**config.mk**
```make
export PLATFORM = sky130hd
export DESIGN_NAME = knock_window_integrate_scale
export DESIGN_NICKNAME = d
export VERILOG_FILES = /design/src/kwis_pkg.sv /design/src/kwis_fifo.sv /design/src/kwis_front.sv /design/src/kwis_back.sv /design/src/knock_window_integrate_scale.sv
export VERILOG_INCLUDE_DIRS = /design/src /design/src/src
export SDC_FILE = /design/constraint.sdc
export NUM_CORES = 1
export LEC_CHECK = 0
export BUFFER_PORTS_ARGS = -buffer_cell sky130_fd_sc_hd__buf_2
export CAP_MARGIN = 30
export CORE_MARGIN = 8
export CORE_UTILIZATION = 45
export CTS_CLUSTER_SIZE = 10
export DETAILED_ROUTE_END_ITERATION = 12
export HOLD_SLACK_MARGIN = 0.08
export PLACE_DENSITY = 0.68
export SYNTH_ARGS = -nofsm -noshare
export SYNTH_HDL_FRONTEND = slang
export SYNTH_SLANG_ARGS = --single-unit
```
**constraint.sdc**
```tcl
create_clock -name clk -period 10 [get_ports clk]
set_clock_uncertainty 0.2 [all_clocks]
set_input_delay 1 -clock clk [delete_from_list [all_inputs] [get_ports clk]]
set_output_delay 1 -clock clk [all_outputs]
set_load 0.02 [all_outputs]
```
**src/knock_window_integrate_scale_defines.svh**
```systemverilog
// Assertion macros shared by the knock window integrate and scale block.
`ifndef KNOCK_WINDOW_INTEGRATE_SCALE_DEFINES_SVH
`define KNOCK_WINDOW_INTEGRATE_SCALE_DEFINES_SVH

// Same-cycle implication, checked at every clock edge out of reset.
`define KWIS_ASSERT_NOW(lbl, clk, rst_n, ante, cons, msg) \
  lbl: assert property (@(posedge clk) disable iff (!rst_n) (ante) |-> (cons)) \
    else $error(msg);

// Next-cycle implication, checked at every clock edge out of reset.
`define KWIS_ASSERT_NEXT(lbl, clk, rst_n, ante, cons, msg) \
  lbl: assert property (@(posedge clk) disable iff (!rst_n) (ante) |=> (cons)) \
    else $error(msg);

`endif

```
**src/kwis_pkg.sv**
```systemverilog
// Shared types and constants of the knock window integrate and scale block.
package kwis_pkg;

  // Field widths.
  localparam int KWIS_TIME_W   = 32;
  localparam int KWIS_SAMPLE_W = 10;
  localparam int KWIS_WLEN_W   = 16;
  localparam int KWIS_KNOCK_W  = 8;

  // Configuration port.
  localparam int KWIS_CFG_IDX_W  = 2;
  localparam int KWIS_CFG_DATA_W = KWIS_WLEN_W;
  localparam logic [KWIS_CFG_IDX_W-1:0] KWIS_REG_WLEN = 2'd0;
  localparam logic [KWIS_CFG_IDX_W-1:0] KWIS_REG_SENS = 2'd1;
  localparam logic [KWIS_WLEN_W-1:0]    KWIS_WLEN_RESET = 16'd2000;

  // Item kinds.
  localparam logic KWIS_CMD_SPARK = 1'b0;
  localparam logic KWIS_CMD_TICK  = 1'b1;

  // Queue between front and back.
  localparam int KWIS_FIFO_DEPTH = 4;

  // Scaling arithmetic: sample * window / elapsed, then * 255 / 1023.
  localparam int KWIS_NUM_W     = KWIS_SAMPLE_W + KWIS_WLEN_W;
  localparam int KWIS_Q_W       = KWIS_SAMPLE_W;
  localparam int KWIS_SCALE_MUL = 255;
  localparam int KWIS_SCALE_DIV = 1023;
  localparam int KWIS_DIV_SH    = 10;
  localparam int KWIS_X_W       = KWIS_Q_W + 8;
  localparam int KWIS_EST_W     = KWIS_X_W + 1 - KWIS_DIV_SH;
  localparam int KWIS_KNOCK_MAX = 255;

  // One classified item as it travels from front to back.
  typedef struct packed {
    logic                     integrate;
    logic                     close;
    logic [KWIS_SAMPLE_W-1:0] sample;
    logic [KWIS_TIME_W-1:0]   elapsed;
  } kwis_entry_t;

endpackage

```
**src/kwis_fifo.sv**
```systemverilog
// Small queue that decouples the front classifier from the back scaler.
module kwis_fifo #(
  parameter int DEPTH = 4
) (
  input  logic                 clk,
  input  logic                 rst_n,
  input  logic                 push,
  input  kwis_pkg::kwis_entry_t wr_data,
  input  logic                 pop,
  output kwis_pkg::kwis_entry_t rd_data,
  output logic                 full,
  output logic                 empty
);
  import kwis_pkg::*;

  localparam int PTR_W = (DEPTH > 1) ? $clog2(DEPTH) : 1;
  localparam int CNT_W = $clog2(DEPTH + 1);

  kwis_entry_t        mem_r [DEPTH];
  logic [PTR_W-1:0]   wr_ptr_r, wr_ptr_nxt;
  logic [PTR_W-1:0]   rd_ptr_r, rd_ptr_nxt;
  logic [CNT_W-1:0]   count_r, count_nxt;
  logic               do_push;
  logic               do_pop;

  assign full    = (count_r == CNT_W'(DEPTH));
  assign empty   = (count_r == '0);
  assign do_push = push && !full;
  assign do_pop  = pop && !empty;
  assign rd_data = mem_r[rd_ptr_r];

  // Pointer and fill count update.
  always_comb begin
    wr_ptr_nxt = wr_ptr_r;
    rd_ptr_nxt = rd_ptr_r;
    count_nxt  = count_r;
    if (do_push) begin
      wr_ptr_nxt = (wr_ptr_r == PTR_W'(DEPTH - 1)) ? '0 : wr_ptr_r + 1'b1;
    end
    if (do_pop) begin
      rd_ptr_nxt = (rd_ptr_r == PTR_W'(DEPTH - 1)) ? '0 : rd_ptr_r + 1'b1;
    end
    if (do_push && !do_pop) begin
      count_nxt = count_r + 1'b1;
    end else if (do_pop && !do_push) begin
      count_nxt = count_r - 1'b1;
    end
  end

  always_ff @(posedge clk) begin
    if (!rst_n) begin
      wr_ptr_r <= '0;
      rd_ptr_r <= '0;
      count_r  <= '0;
    end else begin
      wr_ptr_r <= wr_ptr_nxt;
      rd_ptr_r <= rd_ptr_nxt;
      count_r  <= count_nxt;
    end
  end

  // Entry storage.
  always_ff @(posedge clk) begin
    if (do_push) begin
      mem_r[wr_ptr_r] <= wr_data;
    end
  end

endmodule

```
**src/kwis_front.sv**
```systemverilog
// Front end: accepts beats, tracks the integration window and classifies each item.
module kwis_front (
  input  logic                               clk,
  input  logic                               rst_n,
  input  logic                               in_valid,
  input  logic                               in_cmd,
  input  logic [kwis_pkg::KWIS_TIME_W-1:0]   in_now_us,
  input  logic [kwis_pkg::KWIS_SAMPLE_W-1:0] in_adc_sample,
  input  logic                               sensor_available,
  input  logic [kwis_pkg::KWIS_WLEN_W-1:0]   window_length_us,
  input  logic                               queue_full,
  output logic                               in_stall,
  output logic                               push,
  output kwis_pkg::kwis_entry_t              entry,
  output logic                               window_open
);
  import kwis_pkg::*;

  logic                   win_open_r, win_open_nxt;
  logic [KWIS_TIME_W-1:0] win_start_r, win_start_nxt;
  logic [KWIS_TIME_W-1:0] elapsed;
  logic                   accept;
  logic                   is_spark;
  logic                   open_now;
  logic                   close_now;

  assign in_stall    = queue_full;
  assign accept      = in_valid && !queue_full;
  assign push        = accept;
  assign window_open = win_open_r;

  // Classify the beat: a spark may open the window, a tick may close it.
  assign is_spark  = (in_cmd == KWIS_CMD_SPARK);
  assign elapsed   = in_now_us - win_start_r;
  assign open_now  = is_spark && sensor_available && !win_open_r;
  assign close_now = !is_spark && win_open_r &&
                     (elapsed >= KWIS_TIME_W'(window_length_us));

  always_comb begin
    entry.integrate = close_now ? 1'b0 : (win_open_r || open_now);
    entry.close     = close_now;
    entry.sample    = in_adc_sample;
    entry.elapsed   = elapsed;
  end

  // Window state update.
  always_comb begin
    win_open_nxt  = win_open_r;
    win_start_nxt = win_start_r;
    if (accept) begin
      if (open_now) begin
        win_open_nxt  = 1'b1;
        win_start_nxt = in_now_us;
      end else if (close_now) begin
        win_open_nxt = 1'b0;
      end
    end
  end

  always_ff @(posedge clk) begin
    if (!rst_n) begin
      win_open_r  <= 1'b0;
      win_start_r <= '0;
    end else begin
      win_open_r  <= win_open_nxt;
      win_start_r <= win_start_nxt;
    end
  end

endmodule

```
**src/kwis_back.sv**
```systemverilog
// Back end: scales the sample of a closing tick and drives the result register.
module kwis_back (
  input  logic                              clk,
  input  logic                              rst_n,
  input  logic                              queue_empty,
  input  kwis_pkg::kwis_entry_t             entry,
  input  logic [kwis_pkg::KWIS_WLEN_W-1:0]  window_length_us,
  output logic                              pop,
  output logic                              out_valid,
  input  logic                              out_stall,
  output logic                              out_integrate,
  output logic                              out_value_ready,
  output logic [kwis_pkg::KWIS_KNOCK_W-1:0] out_knock_value
);
  import kwis_pkg::*;

  localparam int CNT_W = $clog2(KWIS_NUM_W);
  localparam int R_W   = KWIS_X_W + 1;

  typedef enum logic [5:0] {
    BK_IDLE  = 6'b000001,
    BK_MUL   = 6'b000010,
    BK_DIV   = 6'b000100,
    BK_SCALE = 6'b001000,
    BK_EST   = 6'b010000,
    BK_FIN   = 6'b100000
  } bk_state_t;

  bk_state_t               state_r, state_nxt;
  logic                    out_valid_r, out_valid_nxt;
  logic [KWIS_KNOCK_W-1:0] last_r, last_nxt;

  logic                     integ_r, integ_nxt;
  logic [KWIS_SAMPLE_W-1:0] sample_r, sample_nxt;
  logic [KWIS_TIME_W-1:0]   elapsed_r, elapsed_nxt;
  logic [KWIS_NUM_W-1:0]    num_r, num_nxt;
  logic [KWIS_TIME_W-1:0]   rem_r, rem_nxt;
  logic [CNT_W-1:0]         cnt_r, cnt_nxt;
  logic [KWIS_X_W-1:0]      x_r, x_nxt;
  logic [KWIS_EST_W-1:0]    est_r, est_nxt;
  logic                     o_integ_r, o_integ_nxt;
  logic                     o_ready_r, o_ready_nxt;
  logic [KWIS_KNOCK_W-1:0]  o_knock_r, o_knock_nxt;

  logic                     can_load;
  logic [KWIS_TIME_W:0]     trial;
  logic                     qbit;
  logic [KWIS_Q_W-1:0]      quot;
  logic [R_W-1:0]           est_prod;
  logic [R_W-1:0]           resid;
  logic [KWIS_EST_W-1:0]    est_fix;
  logic [KWIS_KNOCK_W-1:0]  knock_new;

  assign can_load        = !out_valid_r || !out_stall;
  assign out_valid       = out_valid_r;
  assign out_integrate   = o_integ_r;
  assign out_value_ready = o_ready_r;
  assign out_knock_value = o_knock_r;

  // One restoring divide step: a quotient bit per cycle.
  assign trial = {rem_r, num_r[KWIS_NUM_W-1]};
  assign qbit  = (trial >= {1'b0, elapsed_r});

  // The quotient never exceeds the sample since elapsed is at least the window.
  assign quot = (elapsed_r == '0) ? '0 : num_r[KWIS_Q_W-1:0];

  // Division by 1023: the estimate is at most one low, one correction fixes it.
  assign est_prod  = R_W'(est_r) * R_W'(KWIS_SCALE_DIV);
  assign resid     = R_W'(x_r) - est_prod;
  assign est_fix   = (resid >= R_W'(KWIS_SCALE_DIV)) ? est_r + 1'b1 : est_r;
  assign knock_new = (est_fix > KWIS_EST_W'(KWIS_KNOCK_MAX)) ?
                     KWIS_KNOCK_W'(KWIS_KNOCK_MAX) : est_fix[KWIS_KNOCK_W-1:0];

  // Sequencer and datapath next values.
  always_comb begin
    state_nxt     = state_r;
    out_valid_nxt = out_valid_r;
    last_nxt      = last_r;
    integ_nxt     = integ_r;
    sample_nxt    = sample_r;
    elapsed_nxt   = elapsed_r;
    num_nxt       = num_r;
    rem_nxt       = rem_r;
    cnt_nxt       = cnt_r;
    x_nxt         = x_r;
    est_nxt       = est_r;
    o_integ_nxt   = o_integ_r;
    o_ready_nxt   = o_ready_r;
    o_knock_nxt   = o_knock_r;
    pop           = 1'b0;

    if (out_valid_r && !out_stall) begin
      out_valid_nxt = 1'b0;
    end

    unique case (state_r)
      BK_IDLE: begin
        if (!queue_empty && can_load) begin
          pop = 1'b1;
          if (entry.close) begin
            integ_nxt   = entry.integrate;
            sample_nxt  = entry.sample;
            elapsed_nxt = entry.elapsed;
            state_nxt   = BK_MUL;
          end else begin
            out_valid_nxt = 1'b1;
            o_integ_nxt   = entry.integrate;
            o_ready_nxt   = 1'b0;
            o_knock_nxt   = last_r;
          end
        end
      end
      BK_MUL: begin
        num_nxt   = KWIS_NUM_W'(sample_r) * KWIS_NUM_W'(window_length_us);
        rem_nxt   = '0;
        cnt_nxt   = '0;
        state_nxt = BK_DIV;
      end
      BK_DIV: begin
        rem_nxt = qbit ? KWIS_TIME_W'(trial - {1'b0, elapsed_r}) : trial[KWIS_TIME_W-1:0];
        num_nxt = {num_r[KWIS_NUM_W-2:0], qbit};
        cnt_nxt = cnt_r + 1'b1;
        if (cnt_r == CNT_W'(KWIS_NUM_W - 1)) begin
          state_nxt = BK_SCALE;
        end
      end
      BK_SCALE: begin
        x_nxt     = KWIS_X_W'(quot) * KWIS_X_W'(KWIS_SCALE_MUL);
        state_nxt = BK_EST;
      end
      BK_EST: begin
        est_nxt   = KWIS_EST_W'((R_W'(x_r) + R_W'(x_r >> KWIS_DIV_SH)) >> KWIS_DIV_SH);
        state_nxt = BK_FIN;
      end
      BK_FIN: begin
        if (can_load) begin
          last_nxt      = knock_new;
          out_valid_nxt = 1'b1;
          o_integ_nxt   = integ_r;
          o_ready_nxt   = 1'b1;
          o_knock_nxt   = knock_new;
          state_nxt     = BK_IDLE;
        end
      end
      default: begin
        state_nxt = BK_IDLE;
      end
    endcase
  end

  // Control state and the stored knock reading.
  always_ff @(posedge clk) begin
    if (!rst_n) begin
      state_r     <= BK_IDLE;
      out_valid_r <= 1'b0;
      last_r      <= '0;
    end else begin
      state_r     <= state_nxt;
      out_valid_r <= out_valid_nxt;
      last_r      <= last_nxt;
    end
  end

  // Working registers and result payload.
  always_ff @(posedge clk) begin
    integ_r   <= integ_nxt;
    sample_r  <= sample_nxt;
    elapsed_r <= elapsed_nxt;
    num_r     <= num_nxt;
    rem_r     <= rem_nxt;
    cnt_r     <= cnt_nxt;
    x_r       <= x_nxt;
    est_r     <= est_nxt;
    o_integ_r <= o_integ_nxt;
    o_ready_r <= o_ready_nxt;
    o_knock_r <= o_knock_nxt;
  end

endmodule

```
**src/knock_window_integrate_scale.sv**
```systemverilog
// Top level of the knock integration window controller with reading scaling.
//
//   channel  direction  handshake            payload
//   in       input      in_valid / in_stall  in_cmd, in_now_us, in_adc_sample
//   out      output     out_valid/out_stall  out_integrate, out_value_ready,
//                                            out_knock_value
//   cfg      input      cfg_we               cfg_index, cfg_wdata
//
// A spark, or a tick that leaves the window as it is, is written to the queue and
// from there to the result register. A tick that closes the window passes through
// the multiply, the 26-step shift-subtract divider, scale, estimate and final states.
// The queue holds up to FIFO_DEPTH classified items, so input beats keep being
// taken while the back end divides or the output is stalled, until the queue is full.
// Reset is synchronous and active low; it closes the window and clears the reading.
`include "knock_window_integrate_scale_defines.svh"

module knock_window_integrate_scale #(
  parameter int FIFO_DEPTH = kwis_pkg::KWIS_FIFO_DEPTH
) (
  input  logic                                 clk,
  input  logic                                 rst_n,
  input  logic                                 in_valid,
  output logic                                 in_stall,
  input  logic                                 in_cmd,
  input  logic [kwis_pkg::KWIS_TIME_W-1:0]     in_now_us,
  input  logic [kwis_pkg::KWIS_SAMPLE_W-1:0]   in_adc_sample,
  output logic                                 out_valid,
  input  logic                                 out_stall,
  output logic                                 out_integrate,
  output logic                                 out_value_ready,
  output logic [kwis_pkg::KWIS_KNOCK_W-1:0]    out_knock_value,
  input  logic                                 cfg_we,
  input  logic [kwis_pkg::KWIS_CFG_IDX_W-1:0]  cfg_index,
  input  logic [kwis_pkg::KWIS_CFG_DATA_W-1:0] cfg_wdata
);
  import kwis_pkg::*;

  logic [KWIS_WLEN_W-1:0] wlen_r, wlen_nxt;
  logic                   sens_r, sens_nxt;

  logic        push;
  logic        pop;
  logic        q_full;
  logic        q_empty;
  kwis_entry_t push_entry;
  kwis_entry_t pop_entry;
  logic        win_open;

  // Configuration registers.
  always_comb begin
    wlen_nxt = wlen_r;
    sens_nxt = sens_r;
    if (cfg_we) begin
      unique case (cfg_index)
        KWIS_REG_WLEN: wlen_nxt = cfg_wdata[KWIS_WLEN_W-1:0];
        KWIS_REG_SENS: sens_nxt = cfg_wdata[0];
        default: ;
      endcase
    end
  end

  always_ff @(posedge clk) begin
    if (!rst_n) begin
      wlen_r <= KWIS_WLEN_RESET;
      sens_r <= 1'b0;
    end else begin
      wlen_r <= wlen_nxt;
      sens_r <= sens_nxt;
    end
  end

  kwis_front u_front (
    .clk              (clk),
    .rst_n            (rst_n),
    .in_valid         (in_valid),
    .in_cmd           (in_cmd),
    .in_now_us        (in_now_us),
    .in_adc_sample    (in_adc_sample),
    .sensor_available (sens_r),
    .window_length_us (wlen_r),
    .queue_full       (q_full),
    .in_stall         (in_stall),
    .push             (push),
    .entry            (push_entry),
    .window_open      (win_open)
  );

  kwis_fifo #(
    .DEPTH (FIFO_DEPTH)
  ) u_fifo (
    .clk     (clk),
    .rst_n   (rst_n),
    .push    (push),
    .wr_data (push_entry),
    .pop     (pop),
    .rd_data (pop_entry),
    .full    (q_full),
    .empty   (q_empty)
  );

  kwis_back u_back (
    .clk              (clk),
    .rst_n            (rst_n),
    .queue_empty      (q_empty),
    .entry            (pop_entry),
    .window_length_us (wlen_r),
    .pop              (pop),
    .out_valid        (out_valid),
    .out_stall        (out_stall),
    .out_integrate    (out_integrate),
    .out_value_ready  (out_value_ready),
    .out_knock_value  (out_knock_value)
  );

  // A closing result always puts the integrator on hold.
  `KWIS_ASSERT_NOW(a_close_holds, clk, rst_n, out_valid && out_value_ready, !out_integrate, "closing result with integrate set")
  // A spark taken while the sensor is unavailable leaves the window alone.
  `KWIS_ASSERT_NEXT(a_spark_ignored, clk, rst_n, in_valid && !in_stall && (in_cmd == KWIS_CMD_SPARK) && !sens_r, win_open == $past(win_open), "spark moved window without sensor")
  // A tick never opens a closed window.
  `KWIS_ASSERT_NEXT(a_tick_no_open, clk, rst_n, in_valid && !in_stall && (in_cmd == KWIS_CMD_TICK) && !win_open, !win_open, "tick opened the window")

endmodule
```
Word-level counts from Yosys, hierarchy flattened
Memories as Yosys holds them, arrays and structs flattened. A register that Yosys moved wholly into a read port is not among the register bits.
Cells that the tools add are included.
{"block": "word_totals", "word_cells": 133, "inputBits": 66, "n_memories": 1, "out_inout_bits": 12, "ram_bits": 176, "register_bits": 215}
{"memory": "u_fifo.mem_r", "words": 4, "width": 44, "rd": 1, "rd_clocked_by_memory_dff": 1, "wr": 1, "line": "kwis_fifo.sv:19", "rtl": "kwis_entry_t mem_r [DEPTH];"}
{"block": "op_classes", "n_bitwise": 1, "reduce_logical": 35, "eq_ne": 16, "multipliers": 3, "addsub": 10, "order_cmp": 4, "mux": 42}
{"operator": "32-bit one-hot mux with 2 select lines", "n": 1}
{"operator": "32-bit subtractor", "n": 2}
{"operator": "26-bit one-hot mux with 2 select lines", "n": 1}
{"operator": "6-bit one-hot mux with 6 select lines", "n": 1}
{"operator": "33-bit by 32-bit >= comparator with 1-bit output", "n": 1}
{"operator": "32-bit by 16-bit >= comparator with 1-bit output", "n": 1}
{"operator": "32-bit zero test", "n": 1}
{"operator": "32-bit 2-to-1 mux", "n": 1}
{"operator": "8-bit 2-to-1 mux", "n": 4}
{"operator": "10-bit by 16-bit multiplier with 26-bit output", "n": 1}
{"operator": "6-bit 2-to-1 mux", "n": 4}
{"operator": "18-bit by 8-bit adder with 19-bit output", "n": 1}
{"operator": "19-bit by 10-bit >= comparator with 1-bit output, second input constant", "n": 1}
{"operator": "9-bit by 10-bit multiplier with 19-bit output, second input constant", "n": 1}
{"operator": "18-bit by 19-bit subtractor with 19-bit output", "n": 1}
{"operator": "10-bit by 8-bit multiplier with 18-bit output, second input constant", "n": 1}
{"operator": "1-bit 2-to-1 mux", "n": 17}
{"operator": "8-bit one-hot mux with 2 select lines", "n": 1}
{"operator": "1-bit logical AND", "n": 11}
{"operator": "10-bit 2-to-1 mux", "n": 1}
{"operator": "5-bit one-hot mux with 2 select lines", "n": 1}
{"operator": "2-bit AND reduction", "n": 5}
{"operator": "9-bit by 1-bit adder with 9-bit output, second input constant", "n": 1}
{"operator": "9-bit by 8-bit > comparator with 1-bit output, second input constant", "n": 1}
{"operator": "28 further kinds", "n": 50}

Depth between registers and ports, before layout
Gate-level depths: netlist of run 1.
{"block": "logic_depth", "word_depth": 9, "mapped_depth": 25, "depth_no_buf": 24}

Cells and area by module
Synthesis of run 1 repeated with hierarchy kept, for this count alone.
{"block": "unflattened", "hier_cells": 2709, "area_unflattened_um2": 28969.0}
{"mod": "kwis_back", "cells_each": 1847, "area_each_um2": 17669.4, "seq_area_each_um2": 4594.4, "n_inst": 1}
{"mod": "kwis_fifo", "cells_each": 281, "area_each_um2": 6887.9, "seq_area_each_um2": 5465.2, "n_inst": 1}
{"mod": "kwis_front", "cells_each": 507, "area_each_um2": 3683.5, "seq_area_each_um2": 660.6, "n_inst": 1}
{"mod": "knock_window_integrate_scale", "cells_each": 74, "area_each_um2": 728.2, "seq_area_each_um2": 340.3, "n_inst": 1}

Worst setup path before layout of run 1
OpenSTA, ideal clock, no wires.
{"block": "synth_timing", "path_type": "register to register", "from": "reg u_back.est_r[5]", "to": "reg u_back.o_knock_r[3], in the netlist u_back.out_knock_value[3], data pin", "t_required_ps": 9544, "synth_period_minus_slack_ps": 6404, "n_path_buf": 0, "arrival_time_ps": 5948, "path_stages_with_launch": 22, "setup_slack_ps": 3596, "setup_ps": 256, "cell_sequence": "edfxtp_1 -> inv_1 -> fa_1 -> fa_1 -> inv_1 -> ha_1 -> inv_1 -> fa_1 -> inv_1 -> fa_1 -> inv_1 -> ha_1 -> a2111o_1 -> o311a_1 -> o311ai_1 -> nor3b_1 -> a2111oi_0 -> nand4_1 -> nor2b_1 -> xnor2_1 -> nand2_1 -> o22a_1"}
{"block": "synth_via", "elab_chain_len": 8, "word_cells_on_any_way": 9, "cone_classes": "add/sub (2); mul (1); order compare (2); mux (4)"}
{"element": "from (decl)", "line": "kwis_back.sv:40", "rtl": "logic [KWIS_EST_W-1:0] est_r, est_nxt;"}
{"element": "from (signal assigned)", "line": "kwis_back.sv:173", "rtl": "est_r <= est_nxt;"}
{"element": "9-bit by 10-bit multiplier with 19-bit output", "line": "kwis_back.sv:68", "rtl": "assign est_prod = R_W'(est_r) * R_W'(KWIS_SCALE_DIV);"}
{"element": "18-bit by 19-bit subtractor with 19-bit output", "line": "kwis_back.sv:69", "rtl": "assign resid = R_W'(x_r) - est_prod;"}
{"element": "19-bit by 10-bit >= comparator with 1-bit output", "line": "kwis_back.sv:70", "rtl": "assign est_fix = (resid >= R_W'(KWIS_SCALE_DIV)) ? est_r + 1'b1 : est_r;"}
{"element": "9-bit 2-to-1 mux *", "line": "kwis_back.sv:70"}
{"element": "9-bit by 8-bit > comparator with 1-bit output", "line": "kwis_back.sv:71", "rtl": "assign knock_new = (est_fix > KWIS_EST_W'(KWIS_KNOCK_MAX)) ?"}
{"element": "8-bit 2-to-1 mux *", "line": "kwis_back.sv:71"}
{"element": "8-bit 2-to-1 mux *", "line": "kwis_back.sv:136", "rtl": "if (can_load) begin"}
{"element": "8-bit one-hot mux with 2 select lines *", "line": "kwis_back.sv:96", "rtl": "unique case (state_r)"}
{"element": "named net u_back.o_knock_nxt[3]", "line": "kwis_back.sv:43", "rtl": "logic [KWIS_KNOCK_W-1:0] o_knock_r, o_knock_nxt;"}
{"element": "to (signal assigned)", "line": "kwis_back.sv:176", "rtl": "o_knock_r <= o_knock_nxt;"}
{"element": "to (decl)", "line": "kwis_back.sv:43"}
The timed path passes the listed nets; every way through them passes the cells marked *. The select of a mux whose other input is x is not followed.
A chain may end at the register's enable or synchronous reset.

Final worst setup path of run 1
{"block": "layout_timing", "from": "reg u_back.est_r[8]", "to": "reg u_back.o_knock_r[7], in the netlist u_back.out_knock_value[7], data pin"}
The elaborated chain is that of the path after synthesis.

==> results.rst, run 1 <==
.. list-table::
   :header-rows: 1

   * - Metric
     - Value
   * - Area occupied by multi-input gates
     - 0.01558 mm^2
   * - Global-route wire length before repair
     - about 100000 um
   * - Number of standard cells after synthesis
     - between 2000 and 3000
   * - Setup Buffers After CTS
     - 0
   * - Max capacitance violation total
     - 0
   * - Part of the power in combinational logic
     - between 50% and 60%
   * - Die Y
     - between 200 and 300 um
   * - Antenna viol nets, final
     - 0
   * - Cell with the largest stage delay on the worst path
     - sky130_fd_sc_hd__fa_1
   * - Relative slew slack
     - between 30% and 40%
   * - Sw power
     - around 4.0 mW
   * - Initial antenna violation count
     - 0
   * - Insertion delay of the later-clocked pin in the worst-skew pair
     - 0.60 ns
   * - Net count after synthesis
     - approximately 3100
   * - Ports placed on the boundary
     - 78
   * - Number of global-route vias before repair
     - about 20000
   * - Setup repair after global routing missed its margin
     - no
   * - X dimension of the die
     - ~270 um
   * - VDD IR max
     - 332.6 uV
   * - Residual overflow from global routing
     - 0
   * - Post-synth EDFFs
     - 319
   * - Type of the most critical hold path
     - reg -> reg
   * - Post-Syn Area per Cell
     - around 11 um^2
   * - CP Class
     - reg -> reg
   * - GR Util All Layers
     - ~17%
   * - Worst hold slack across all endpoints
     - 0.2621 ns
   * - Worst Max-Slew Pin Slew
     - between 0.9 and 1 ns
   * - Worst endpoint data arrival time
     - around 7.4 ns
   * - P&R area growth vs syn
     - 9.854%
   * - List of most frequent post-synthesis cells
     - 369 x sky130_fd_sc_hd__inv_1, 319 x sky130_fd_sc_hd__edfxtp_1, 316 x sky130_fd_sc_hd__nand2_1, 243 x sky130_fd_sc_hd__ha_1, 199 x sky130_fd_sc_hd__fa_1
   * - Synth warn
     - 0
   * - Power share of the clock group
     - roughly 16%
   * - Areal power density over the cells
     - roughly 320 mW/mm^2
   * - CP top delay family
     - adder cells
   * - Largest stage delay on the critical path
     - 0.78 ns
   * - Synthesized area
     - 0.02828 mm^2
   * - H-Tree Level Count
     - 2
   * - Leading cell type by number of instances after synthesis
     - sky130_fd_sc_hd__inv_1
   * - Initial drt markers
     - around 1100
   * - Largest net degree at the start of global routing
     - 74
   * - Data required time at the worst endpoint
     - roughly 10 ns
   * - Fraction of synthesis flops using an asynchronous set or reset pin
     - 0%
   * - Upper clock frequency limit
     - about 140 MHz
   * - Gp weighted congestion
     - approximately 0.85
   * - Final Hold Vio Count
     - 0
   * - HPWL reported at the end of detailed placement
     - 46320 um
   * - Total Negative Setup Slacks
     - 0 ns
   * - Inserted Clock Buffers
     - 47
   * - Share of layout cells above drive strength 1
     - a little under a tenth
   * - CTS sink count
     - about 390
   * - Cell with the most instances on the worst path
     - sky130_fd_sc_hd__fa_1
   * - Critical path depth in cells
     - 19
   * - Least setup slack across all paths after layout
     - about 2.7 ns
   * - Result of the run
     - complete, no violations
   * - Final count of pins violating max slew
     - 0
   * - DRC errors left
     - 0
   * - Flops & latches, synth
     - 393
   * - Initial core utilization
     - approximately 45%
   * - Critical Path End Type
     - flip-flop
   * - Routed Wire Length
     - a little over 60000 um
   * - Per-cell via count in the routed design
     - ~5.4
   * - Library cell with the largest summed area after synthesis
     - sky130_fd_sc_hd__edfxtp_1
   * - Leakage power figure
     - about 13 nW
   * - Startpoint class of the critical path
     - flip-flop
   * - Pre-Repair DR Iteration Count
     - 6
   * - CP bufs+invs
     - 2
   * - Overall die area
     - slightly above 0.07 mm^2
   * - Reg power frac
     - between 20% and 30%
   * - Primary flip-flop cell chosen by synthesis mapping
     - sky130_fd_sc_hd__edfxtp_1
   * - # fillers
     - approximately 5600
   * - Internal power of the cells
     - about 6 mW
   * - Count of vias placed by the detailed router
     - ~19000
   * - Inserted Diodes
     - 0
   * - Number of buffers on the longest clock path
     - 3
   * - Clock transition at path regs
     - about 0.06 ns
   * - Sequential area share after synthesis
     - approximately two fifths
   * - Worst slack at placement
     - 2.727 ns
   * - Sequential Area
     - 0.01106 mm^2
   * - Critical path cell sequence
     - fa_1, fa_1, fa_1, fa_1, inv_1, fa_1, inv_1, ha_1, a21o_1, a21oi_1, o21ai_0, o311ai_1, nor3b_1, a2111oi_0, nand4_1, and3_1, nand4_1, xnor2_1, o22a_1
   * - Post-CTS Resized
     - 0
   * - Worst Hold Path Cells
     - 2
   * - TritonCTS clock tree
     - done
   * - Root buffer selected by CTS
     - sky130_fd_sc_hd__clkbuf_16
   * - Count of different cell masters after synthesis
     - 80
   * - Port buffer count
     - 77
   * - Number of nets in the final layout
     - about 3200
   * - Highest fanout seen on the critical path
     - 14
   * - Portion of synthesized cell area occupied by the leading cell type
     - ~34%
   * - Dominant cells by area after synthesis
     - sky130_fd_sc_hd__edfxtp_1 34%, sky130_fd_sc_hd__fa_1 14%, sky130_fd_sc_hd__ha_1 11%
   * - Final critical delay including setup and external delays
     - between 7 and 8 ns
   * - Detail-routed net length per standard cell
     - 17.42 um
   * - Setup violations, final
     - 0
   * - Hold bufs inserted after CTS
     - 0
   * - Row count
     - 92
   * - Share of the clock period used by the worst path after layout
     - around 73%
   * - Worst-case reg-to-reg path depth
     - 19
   * - Switching power share of the total
     - around two fifths
   * - Core region area
     - between 0.06 and 0.07 mm^2
-- path summary, 6_finish.rpt --
kind | end | slack, ns | startpoint
worst max-delay path | u_back.out_knock_value[7] | 2.73 | u_back.est_r[8]
worst min-delay path | u_front.win_start_r[6] | 0.26 | u_front.win_start_r[6]
worst max register to register | u_back.out_knock_value[7] | 2.73 | u_back.est_r[8]
worst min register to register | u_front.win_start_r[6] | 0.26 | u_front.win_start_r[6]
-- power groups by stage --
| stage | combinational [mW] | sequential (mW) | clock, mW |
|---|---|---|---|
| after floorplan | 4.71 | 2.47 | 0 |
| after global placement | 5.69 | 2.54 | 0 |
| after detailed placement | 5.85 | 2.55 | 0 |
| after CTS | 5.90 | 2.51 | 1.63 |
| after global routing | 6.70 | 2.53 | 1.69 |
| final | 5.88 | 2.51 | 1.59 |
-- cells by family (layout without fill, tap and decap cells) --
family | after synthesis | count (layout) | share of synthesized area (%)
buffers and inverters | 446 | 552 | 5.929
DFF | 393 | 393 | 39.12
adders and majority gates | 442 | 442 | 24.84
AOI/OAI and AO/OA | 449 | 449 | 10.67
muxes | 68 | 68 | 4.359
and+or+nand+nor | 686 | 686 | 11.52
xor gates and xnor gates | 115 | 115 | 3.562
-- flip-flops by register name, summed over array words and instances, names as in the netlist, 5 cells and up, named ones only --
signal and cells:
u_front.win_start_r 32, u_back.last_r 8, wlen_r 16, u_fifo.mem_r 176
u_back.rem_r 32, u_back.num_r 26, u_back.out_knock_value 8, u_back.state_r 6
u_back.x_r 18, u_back.cnt_r 5, u_back.est_r 9, u_back.sample_r 10
u_back.elapsed_r 32
-- worst reg2reg max path: stages (launching register included) --
cell and delay [ns]:
sky130_fd_sc_hd__edfxtp_1 0.61, sky130_fd_sc_hd__fa_1 0.78, sky130_fd_sc_hd__fa_1 0.57, sky130_fd_sc_hd__fa_1 0.53
sky130_fd_sc_hd__fa_1 0.55, sky130_fd_sc_hd__inv_1 0.06, sky130_fd_sc_hd__fa_1 0.50, sky130_fd_sc_hd__inv_1 0.04
sky130_fd_sc_hd__ha_1 0.35, sky130_fd_sc_hd__a21o_1 0.23, sky130_fd_sc_hd__a21oi_1 0.18, sky130_fd_sc_hd__o21ai_0 0.15
sky130_fd_sc_hd__o311ai_1 0.37, sky130_fd_sc_hd__nor3b_1 0.08, sky130_fd_sc_hd__a2111oi_0 0.41, sky130_fd_sc_hd__nand4_1 0.53
sky130_fd_sc_hd__and3_1 0.46, sky130_fd_sc_hd__nand4_1 0.13, sky130_fd_sc_hd__xnor2_1 0.10, sky130_fd_sc_hd__o22a_1 0.19
-- placed cells by master (no fill, tap or decap), types with 8 or more instances in the layout --
| master | instances |
|---|---|
| sky130_fd_sc_hd__nand4_1 | 17 |
| sky130_fd_sc_hd__fa_1 | 199 |
| sky130_fd_sc_hd__o21a_1 | 19 |
| sky130_fd_sc_hd__a31oi_1 | 11 |
| sky130_fd_sc_hd__a21boi_0 | 51 |
| sky130_fd_sc_hd__edfxtp_1 | 319 |
| sky130_fd_sc_hd__dfxtp_1 | 72 |
| sky130_fd_sc_hd__or2_2 | 9 |
| sky130_fd_sc_hd__buf_2 | 77 |
| sky130_fd_sc_hd__or3_1 | 12 |
| sky130_fd_sc_hd__nor2b_1 | 20 |
| sky130_fd_sc_hd__and3_1 | 16 |
| sky130_fd_sc_hd__mux4_2 | 44 |
| sky130_fd_sc_hd__clkbuf_1 | 28 |
| sky130_fd_sc_hd__o211ai_1 | 15 |
| sky130_fd_sc_hd__mux2i_1 | 23 |
| sky130_fd_sc_hd__nor2_1 | 96 |
| sky130_fd_sc_hd__nor4_1 | 16 |
| sky130_fd_sc_hd__a211oi_1 | 12 |
| sky130_fd_sc_hd__and2_1 | 78 |
| sky130_fd_sc_hd__ha_1 | 243 |
| sky130_fd_sc_hd__a21oi_1 | 114 |
| sky130_fd_sc_hd__o21ai_0 | 81 |
| sky130_fd_sc_hd__or4_1 | 8 |
| sky130_fd_sc_hd__buf_4 | 17 |
| sky130_fd_sc_hd__nand3_1 | 35 |
| sky130_fd_sc_hd__nand2_1 | 315 |
| sky130_fd_sc_hd__inv_1 | 369 |
| sky130_fd_sc_hd__nand2b_1 | 11 |
| sky130_fd_sc_hd__xor2_1 | 37 |
| sky130_fd_sc_hd__a21o_1 | 44 |
| sky130_fd_sc_hd__clkbuf_16 | 48 |
| sky130_fd_sc_hd__xnor2_1 | 78 |
| sky130_fd_sc_hd__nor3_1 | 22 |
| sky130_fd_sc_hd__o21bai_1 | 11 |
-- cell type report --
type	count	share of cell area [%]
Clock buffer	80	4.383
Sequential cell	393	35.62
Multi-Input combinational cell	1760	50.15
Timing Repair Buffer	96	1.748
Tap cell	846	3.408
Inverter	369	4.459
Clock inverter	7	0.2417
-- per-layer routing --
layer  vias to the layer above  GRT usage, %  wire length, um
li1                       9104             -                -
met1                      9360         23.30            27800
met2                       509         29.02            29090
met3                       104         2.800             3387
met4                         0         4.985             1589
met5                         -             0                0
-- metrics by stage --
stage               cells  cell area (um^2)  total power [mW]  util, %
CTS                  3551             31060             10.05    49.60
detailed placement   3464             29630             8.398    47.31
global route         3551             31060             10.93    49.60
global placement     3461             29590             8.224    47.25
finish               3551             31060             9.985    49.60
floorplan            2599             28280             7.182        -
Note: power is estimated with default switching activity, not from simulation.
==> run 2, diff against run 1 <==
- PLACE_DENSITY: 0.68 -> 0.7
- clock period: 10 -> 5.95 ns (I/O delays scaled with it)
==> run 2 against run 1 <==
  * The run now ends with negative setup slack left
  * Via count rose by 6.1%
  * Clock power rose by 75%
  * Hold slack got worse by 0.15 ns
  * Maximum frequency rose by 17%
  * Setup slack got worse by 3.0 ns
  * Power rose by 99%
  * Non-clock buffer count rose by 294
  * Sequential power rose by 65%
  * Cell area rose by 10%
  * Clock-buffer cell count rose by 1
  * Sequential share of layout area fell by 3.4 points
  * First-iteration DRC count rose by 25%
  * Critical endpoint is now u_back.last_r[6]
  * Largest power group unchanged
==> results.rst, run 2 (synthesis results as in run 1) <==
.. list-table::
   :header-rows: 1

   * - Metric
     - Value
   * - Least setup slack across all paths after layout
     - -0.2533 ns
   * - Areal power density over the cells
     - 577.9 mW/mm^2
   * - Final count of pins violating max slew
     - 0
   * - Root buffer selected by CTS
     - sky130_fd_sc_hd__clkbuf_16
   * - Initial antenna violation count
     - 0
   * - Final core utilization
     - 54.80%
   * - Internal reg-to-reg setup slack
     - -0.25 ns
   * - Gp weighted congestion
     - 0.9103
   * - Critical path launch point
     - u_back.est_r[1]
   * - Setup repair after global routing missed its margin
     - yes
   * - Final critical delay including setup and external delays
     - about 6.2 ns
   * - Type of the most critical hold path
     - in -> reg
   * - Inserted Clock Buffers
     - ~50
   * - Critical path capture point
     - u_back.last_r[6]
   * - Worst reg2reg path startpoint
     - u_back.est_r[1]
   * - Share of layout cells above drive strength 1
     - a little over a fifth
   * - # fillers
     - 5283
   * - TritonCTS clock tree
     - done
   * - Pre-Repair DR Iteration Count
     - 5
   * - Placed standard-cell area
     - between 0.03 and 0.04 mm^2
   * - HPWL reported at the end of detailed placement
     - about 50000 um
   * - Result of the run
     - finished with violations
   * - CTS sink count
     - around 390
   * - Number of global-route vias before repair
     - between 20000 and 25000
   * - Antenna viol nets, final
     - 0
   * - Initial core utilization
     - a little under half
   * - Clock transition at path regs
     - roughly 0.06 ns
   * - H-Tree Level Count
     - 2
   * - DRC errors left
     - 0
   * - Largest net degree at the start of global routing
     - 63
   * - Max capacitance violation total
     - 0
   * - Per-cell via count in the routed design
     - around 5.3
   * - Worst endpoint data arrival time
     - 6.53 ns
   * - Core region area
     - between 0.06 and 0.07 mm^2
   * - Insertion delay of the later-clocked pin in the worst-skew pair
     - 0.60 ns
   * - Failing checks
     - negative setup slack
   * - Die Y
     - between 200 and 300 um
   * - Data required time at the worst endpoint
     - 6.28 ns
   * - Share of the clock period used by the worst path after layout
     - 104.3%
   * - Count of vias placed by the detailed router
     - ~20000
   * - Leakage power figure
     - ~15 nW
   * - Global-route wire length before repair
     - between 100000 and 150000 um
   * - Number of buffers on the longest clock path
     - 3
   * - Number of nets in the final layout
     - 3471
   * - Detail-routed net length per standard cell
     - 17.11 um
   * - Startpoint class of the critical path
     - flip-flop
   * - Worst slack at placement
     - -0.5697 ns
   * - Residual overflow from global routing
     - 0
   * - Upper clock frequency limit
     - between 150 and 200 MHz
   * - Row count
     - 92
   * - Highest fanout seen on the critical path
     - 4
   * - X dimension of the die
     - roughly 270 um
   * - Relative slew slack
     - 36.19%
   * - Highest-count cells in the layout ignoring fill and taps
     - 343 x sky130_fd_sc_hd__inv_1, 319 x sky130_fd_sc_hd__edfxtp_1, 303 x sky130_fd_sc_hd__nand2_1
   * - Port buffer count
     - 77
   * - Largest Register
     - u_fifo.mem_r
   * - Setup violations, final
     - 19
   * - Worst-case reg-to-reg path depth
     - 24
   * - Final Hold Vio Count
     - 0
   * - VDD IR max
     - 772.0 uV
   * - Overall die area
     - around 0.07 mm^2
   * - Worst Max-Slew Pin Slew
     - 0.9572 ns
   * - CP Class
     - reg -> reg
   * - P&R area growth vs syn
     - 21.37%
   * - Finished Cell Area
     - 0.03432 mm^2
   * - Initial drt markers
     - 1315
   * - Number of flip-flops under the largest register name
     - 176
   * - Most common cell after layout, fill and taps aside
     - sky130_fd_sc_hd__inv_1
   * - Routed Wire Length
     - between 60000 and 70000 um
   * - FF-to-FF End
     - u_back.last_r[6]
   * - Ports placed on the boundary
     - just under 80
   * - GR Util All Layers
     - between 10% and 20%
   * - Critical Path End Type
     - flip-flop
-- run 2: cell count changes in the layout (fill, tap and decap cells not counted), sizes merged --
cell and change:
clkbuf +1, clkinv +1, inv +2, buf +239, dlygate4sd3 +55, diode +2
-- run 2: routing by layer --
| layer | GRT usage (%) | vias to the layer above | share of wire, % |
|---|---|---|---|
| met2 | 32.00 | 536 | 49 |
| met1 | 23.43 | 9880 | 43 |
| met4 | 5.823 | 0 | 3.0 |
| met5 | 0 | - | 0 |
| met3 | 2.468 | 128 | 4.9 |
| li1 | - | 9690 | - |
-- run 2: worst min path at each step --
stage	startpoint	to	depth (start not counted)
detailed placement	u_front.win_start_r[7]	u_front.win_start_r[7]	2
finish	in_now_us[16]	u_front.win_start_r[16]	3
global placement	u_back.last_r[6]	u_back.last_r[6]	2
CTS	in_now_us[16]	u_front.win_start_r[16]	3
floorplan	u_back.last_r[6]	u_back.last_r[6]	2
global route	in_now_us[16]	u_front.win_start_r[16]	3
-- run 2: critical path: stages, from the launching register on --
cell and delay (ns):
sky130_fd_sc_hd__edfxtp_1 0.42, sky130_fd_sc_hd__fa_1 0.59, sky130_fd_sc_hd__inv_2 0.06, sky130_fd_sc_hd__fa_2 0.55
sky130_fd_sc_hd__inv_2 0.06, sky130_fd_sc_hd__ha_4 0.26, sky130_fd_sc_hd__inv_2 0.04, sky130_fd_sc_hd__fa_1 0.52
sky130_fd_sc_hd__inv_2 0.05, sky130_fd_sc_hd__fa_1 0.49, sky130_fd_sc_hd__inv_2 0.05, sky130_fd_sc_hd__ha_4 0.22
sky130_fd_sc_hd__a2111o_1 0.41, sky130_fd_sc_hd__o311a_4 0.37, sky130_fd_sc_hd__buf_6 0.13, sky130_fd_sc_hd__o31ai_4 0.20
sky130_fd_sc_hd__xnor2_2 0.11, sky130_fd_sc_hd__a2111oi_4 0.24, sky130_fd_sc_hd__nand4_1 0.26, sky130_fd_sc_hd__buf_4 0.22
sky130_fd_sc_hd__nand4_1 0.13, sky130_fd_sc_hd__mux2i_1 0.23, sky130_fd_sc_hd__o22ai_2 0.12, sky130_fd_sc_hd__buf_4 0.14
sky130_fd_sc_hd__o21ai_2 0.10
-- run 2: per-stage QoR --
stage               hold WS, ns  setup TNS [ns]  power (mW)  instances
floorplan                0.2414          -1.947       12.24       2599
global placement         0.2487          -5.015       15.19       3666
detailed placement       0.2573          -8.810       15.59       3668
CTS                     0.08466          -1.983       19.04       3830
global route             0.1049          -7.218       21.59       3849
finish                   0.1098          -2.939       19.83       3851
-- run 2: cell type report --
class	count	area, um^2	share of cell area [%]
Tap cell	846	1059	3.084
Clock buffer	81	1409	4.105
Sequential cell	393	11060	32.24
Multi-Input combinational cell	1760	16340	47.61
Timing Repair Buffer	390	2949	8.593
Antenna cell	2	5.005	0.01458
Clock inverter	10	105.1	0.3063
Inverter	369	1388	4.043
-- run 2: what timing repair did --
| item | in CTS | in global routing |
|---|---|---|
| setup buffers | 16 | 20 |
| hold endpoints to repair | 85 | 0 |
| setup endpoints to repair | 23 | 24 |
| hold buffers | 55 | 0 |
| gates resized for setup | 63 | 103 |
| pin swaps | 76 | 90 |
-- run 2: power by group --
group	leakage, nW	internal [mW]	switching, mW
clock	0.730	1.63	1.17
combinational	10.3	6.56	6.32
sequential	3.53	3.96	0.194
==> run 3, diff against run 2 <==
- PLACE_DENSITY: 0.7 -> 0.64
==> run 3 against run 2 <==
  * The flow still finishes with violations (negative setup slack)
  * Largest cell class unchanged
  * Hold slack better by 0.023 ns
  * Critical path depth down 1
  * Critical path type unchanged
  * Largest power group unchanged
  * Via count grew 0.55%
  * Non-clock buffer count increased by 39
  * Clock-buffer cell count rose by 1
  * Global-route usage grew 0.24 points
  * Cell area grew 0.97%
==> results.rst, run 3 (synthesis results as in run 1) <==
.. list-table::
   :header-rows: 1

   * - Metric
     - Value
   * - Result of the run
     - finished with violations
   * - Failing checks
     - negative setup slack
   * - Part of the power in combinational logic
     - about two thirds
   * - Finished Cell Area
     - ~0.035 mm^2
   * - Critical Path End Type
     - flip-flop
   * - Areal power density over the cells
     - just under 600 mW/mm^2
   * - Relative slew slack
     - 34.54%
   * - Area occupied by multi-input gates
     - between 0.015 and 0.02 mm^2
   * - Largest stage delay on the critical path
     - 0.59 ns
   * - Inserted Clock Buffers
     - 48
   * - Routed Wire Length
     - around 66000 um
   * - Worst Max-Slew Pin Slew
     - 0.9820 ns
   * - Share of layout cells above drive strength 1
     - between 20 and 25%
   * - Worst reg2reg path startpoint
     - u_back.est_r[2]
   * - CTS sink count
     - about 400
   * - Number of flip-flops under the largest register name
     - 176
   * - X dimension of the die
     - between 200 and 300 um
   * - Detail-routed net length per standard cell
     - approximately 17 um
   * - Overall power
     - 20.47 mW
   * - Most common cell after layout, fill and taps aside
     - sky130_fd_sc_hd__inv_1
   * - Type of the most critical hold path
     - in -> reg
   * - Share of the clock period used by the worst path after layout
     - 103.3%
   * - Initial core utilization
     - a little under half
   * - Port buffer count
     - 77
   * - Row count
     - 92
   * - Highest-count cells in the layout ignoring fill and taps
     - 348 x sky130_fd_sc_hd__inv_1, 319 x sky130_fd_sc_hd__edfxtp_1, 304 x sky130_fd_sc_hd__nand2_1
   * - Number of nets in the final layout
     - about 3500
   * - Insertion delay of the later-clocked pin in the worst-skew pair
     - approximately 0.62 ns
   * - Routed length on met3
     - 2915 um
   * - Data required time at the worst endpoint
     - roughly 6.2 ns
   * - Placed standard-cell area
     - between 0.03 and 0.04 mm^2
   * - CP Class
     - reg -> reg
   * - Antenna viol nets, final
     - 0
   * - Critical path cell sequence
     - fa_1, inv_2, fa_2, buf_4, fa_1, fa_1, inv_1, fa_1, inv_1, ha_2, o21a_1, o311a_4, nor3_2, a221o_1, a2111oi_4, nand4_1, buf_6, buf_4, nand3_4, a2111oi_4, a31o_1, buf_6, o31ai_4
   * - Number of standard cells in the final layout excluding fillers
     - a little under 4000
   * - FF-to-FF End
     - u_back.last_r[4]
   * - Number of buffers on the longest clock path
     - 3
   * - Core region area
     - 0.06262 mm^2
   * - Pre-Repair DR Iteration Count
     - 6
   * - Setup violations, final
     - 15
   * - Final count of pins violating max slew
     - 0
   * - Internal reg-to-reg setup slack
     - -0.20 ns
   * - Max capacitance violation total
     - 0
   * - Leakage power figure
     - around 15 nW
   * - Worst-case reg-to-reg path depth
     - 23
   * - GR Util All Layers
     - between 15 and 20%
   * - Routed met1 length
     - roughly 28000 um
   * - VDD IR max
     - 971.0 uV
   * - Highest fanout seen on the critical path
     - 5
   * - Gp weighted congestion
     - 0.8800
   * - Largest Register
     - u_fifo.mem_r
   * - Reg power frac
     - 20.2%
   * - Overall die area
     - 0.07111 mm^2
   * - H-Tree Level Count
     - 2
   * - DP Cell Count
     - approximately 3700
   * - Critical path launch point
     - u_back.est_r[2]
   * - Largest net degree at the start of global routing
     - 74
   * - Setup repair after global routing missed its margin
     - yes
   * - Critical path capture point
     - u_back.last_r[4]
   * - Global-route wire length before repair
     - roughly 110000 um
   * - Initial drt markers
     - between 1000 and 1500
   * - Initial antenna violation count
     - 0
   * - Startpoint class of the critical path
     - flip-flop
   * - Die Y
     - ~270 um
   * - Clock transition at path regs
     - 0.06 ns
   * - Number of global-route vias before repair
     - 21413
   * - Met2 layer wire length in the routed design
     - ~33000 um
   * - TritonCTS clock tree
     - done
   * - P&R area growth vs syn
     - 22.55%
   * - Upper clock frequency limit
     - around 160 MHz
   * - # fillers
     - 5267
   * - Count of vias placed by the detailed router
     - ~20000
   * - Cell with the largest stage delay on the worst path
     - sky130_fd_sc_hd__fa_1
   * - Worst endpoint data arrival time
     - 6.43 ns
   * - Residual overflow from global routing
     - 0
   * - Switching power share of the total
     - between 30% and 40%
   * - Cell with the most instances on the worst path
     - sky130_fd_sc_hd__fa_1
   * - HPWL reported at the end of detailed placement
     - approximately 50000 um
   * - Power share of the clock group
     - a little over an eighth
   * - Final core utilization
     - 55.33%
   * - Sequential Area
     - roughly 0.011 mm^2
   * - Sw power
     - around 8.1 mW
   * - Final Hold Vio Count
     - 0
   * - Ports placed on the boundary
     - between 70 and 80
   * - Root buffer selected by CTS
     - sky130_fd_sc_hd__clkbuf_16
   * - Final critical delay including setup and external delays
     - 6.146 ns
   * - Internal power of the cells
     - 12.34 mW
   * - Per-cell via count in the routed design
     - 5.232
   * - Least setup slack across all paths after layout
     - -0.1957 ns
   * - DRC errors left
     - 0
   * - Top routing layer in use
     - met4
[run 3: cell count changes in the layout (fill, tap and decap cells not counted), sizes merged]
cell,change
dlygate4sd3,+3
clkbuf,+1
buf,+36
inv,-2
[run 3: power by group through the flow]
| stage | Clock, mW | Sequential (mW) | Combinational [mW] |
|---|---|---|---|
| 2_1_floorplan | 0 | 4.15 | 8.08 |
| 3_3_place_gp | 0 | 4.18 | 11.4 |
| 3_5_place_dp | 0 | 4.20 | 11.8 |
| 4_1_cts | 2.83 | 4.14 | 13.1 |
| 5_1_grt | 2.94 | 4.17 | 15.1 |
| 6_report | 2.77 | 4.14 | 13.6 |
[run 3: metal layers]
layer | up-vias | global-route usage, %
met2 | 482 | 32.82
met4 | 0 | 7.131
met1 | 9933 | 22.91
met5 | - | 0
li1 | 9798 | -
met3 | 133 | 2.487
[run 3: repair_timing]
action | CTS | global route
hold endpoints to repair | 89 | 0
pin swaps | 82 | 25
resized for setup | 103 | 51
hold buffers | 58 | 0
endpoints found under the setup margin | 25 | 31
buffers inserted | 34 | 13
[run 3: final cells by class]
cell class / count / share of cell area (%)
multi-input combinational: 1760 / 46.95
sequential: 393 / 31.96
timing repair buffer: 429 / 9.674
clock buffer: 82 / 4.044
inverter: 369 / 4.004
tap: 846 / 3.055
clock inverter: 8 / 0.3069
antenna: 2 / 0.01444
[run 3: worst min path at each step]
| stage | start | to | slack (ns) | cells past startpoint |
|---|---|---|---|---|
| global route | in_cmd | u_front.window_open | 0.13 | 3 |
| finish | in_cmd | u_front.window_open | 0.13 | 3 |
| CTS | in_cmd | u_front.window_open | 0.1 | 3 |
| detailed placement | u_front.win_start_r[24] | u_front.win_start_r[24] | 0.26 | 2 |
| floorplan | u_back.last_r[6] | u_back.last_r[6] | 0.24 | 2 |
| global placement | u_back.last_r[6] | u_back.last_r[6] | 0.25 | 2 |
[run 3: worst max-delay path, delay by kind of cell (launching register included)]
kind,cells,cell delay (ns)
fa+ha+maj,6,2.85
compound gates,7,1.51
buf+inv,7,0.73
flops,1,0.42
simple gates,3,0.31
[run 3: per-stage QoR]
stage	setup WS [ns]	setup TNS, ns	hold WS [ns]
after floorplan	-0.2758	-1.947	0.2414
after global routing	-0.4176	-6.219	0.1279
final	-0.1957	-1.968	0.1324
after global placement	-0.4320	-6.992	0.2497
after detailed placement	-0.6365	-10.65	0.2580
after CTS	-0.1369	-0.8880	0.09567
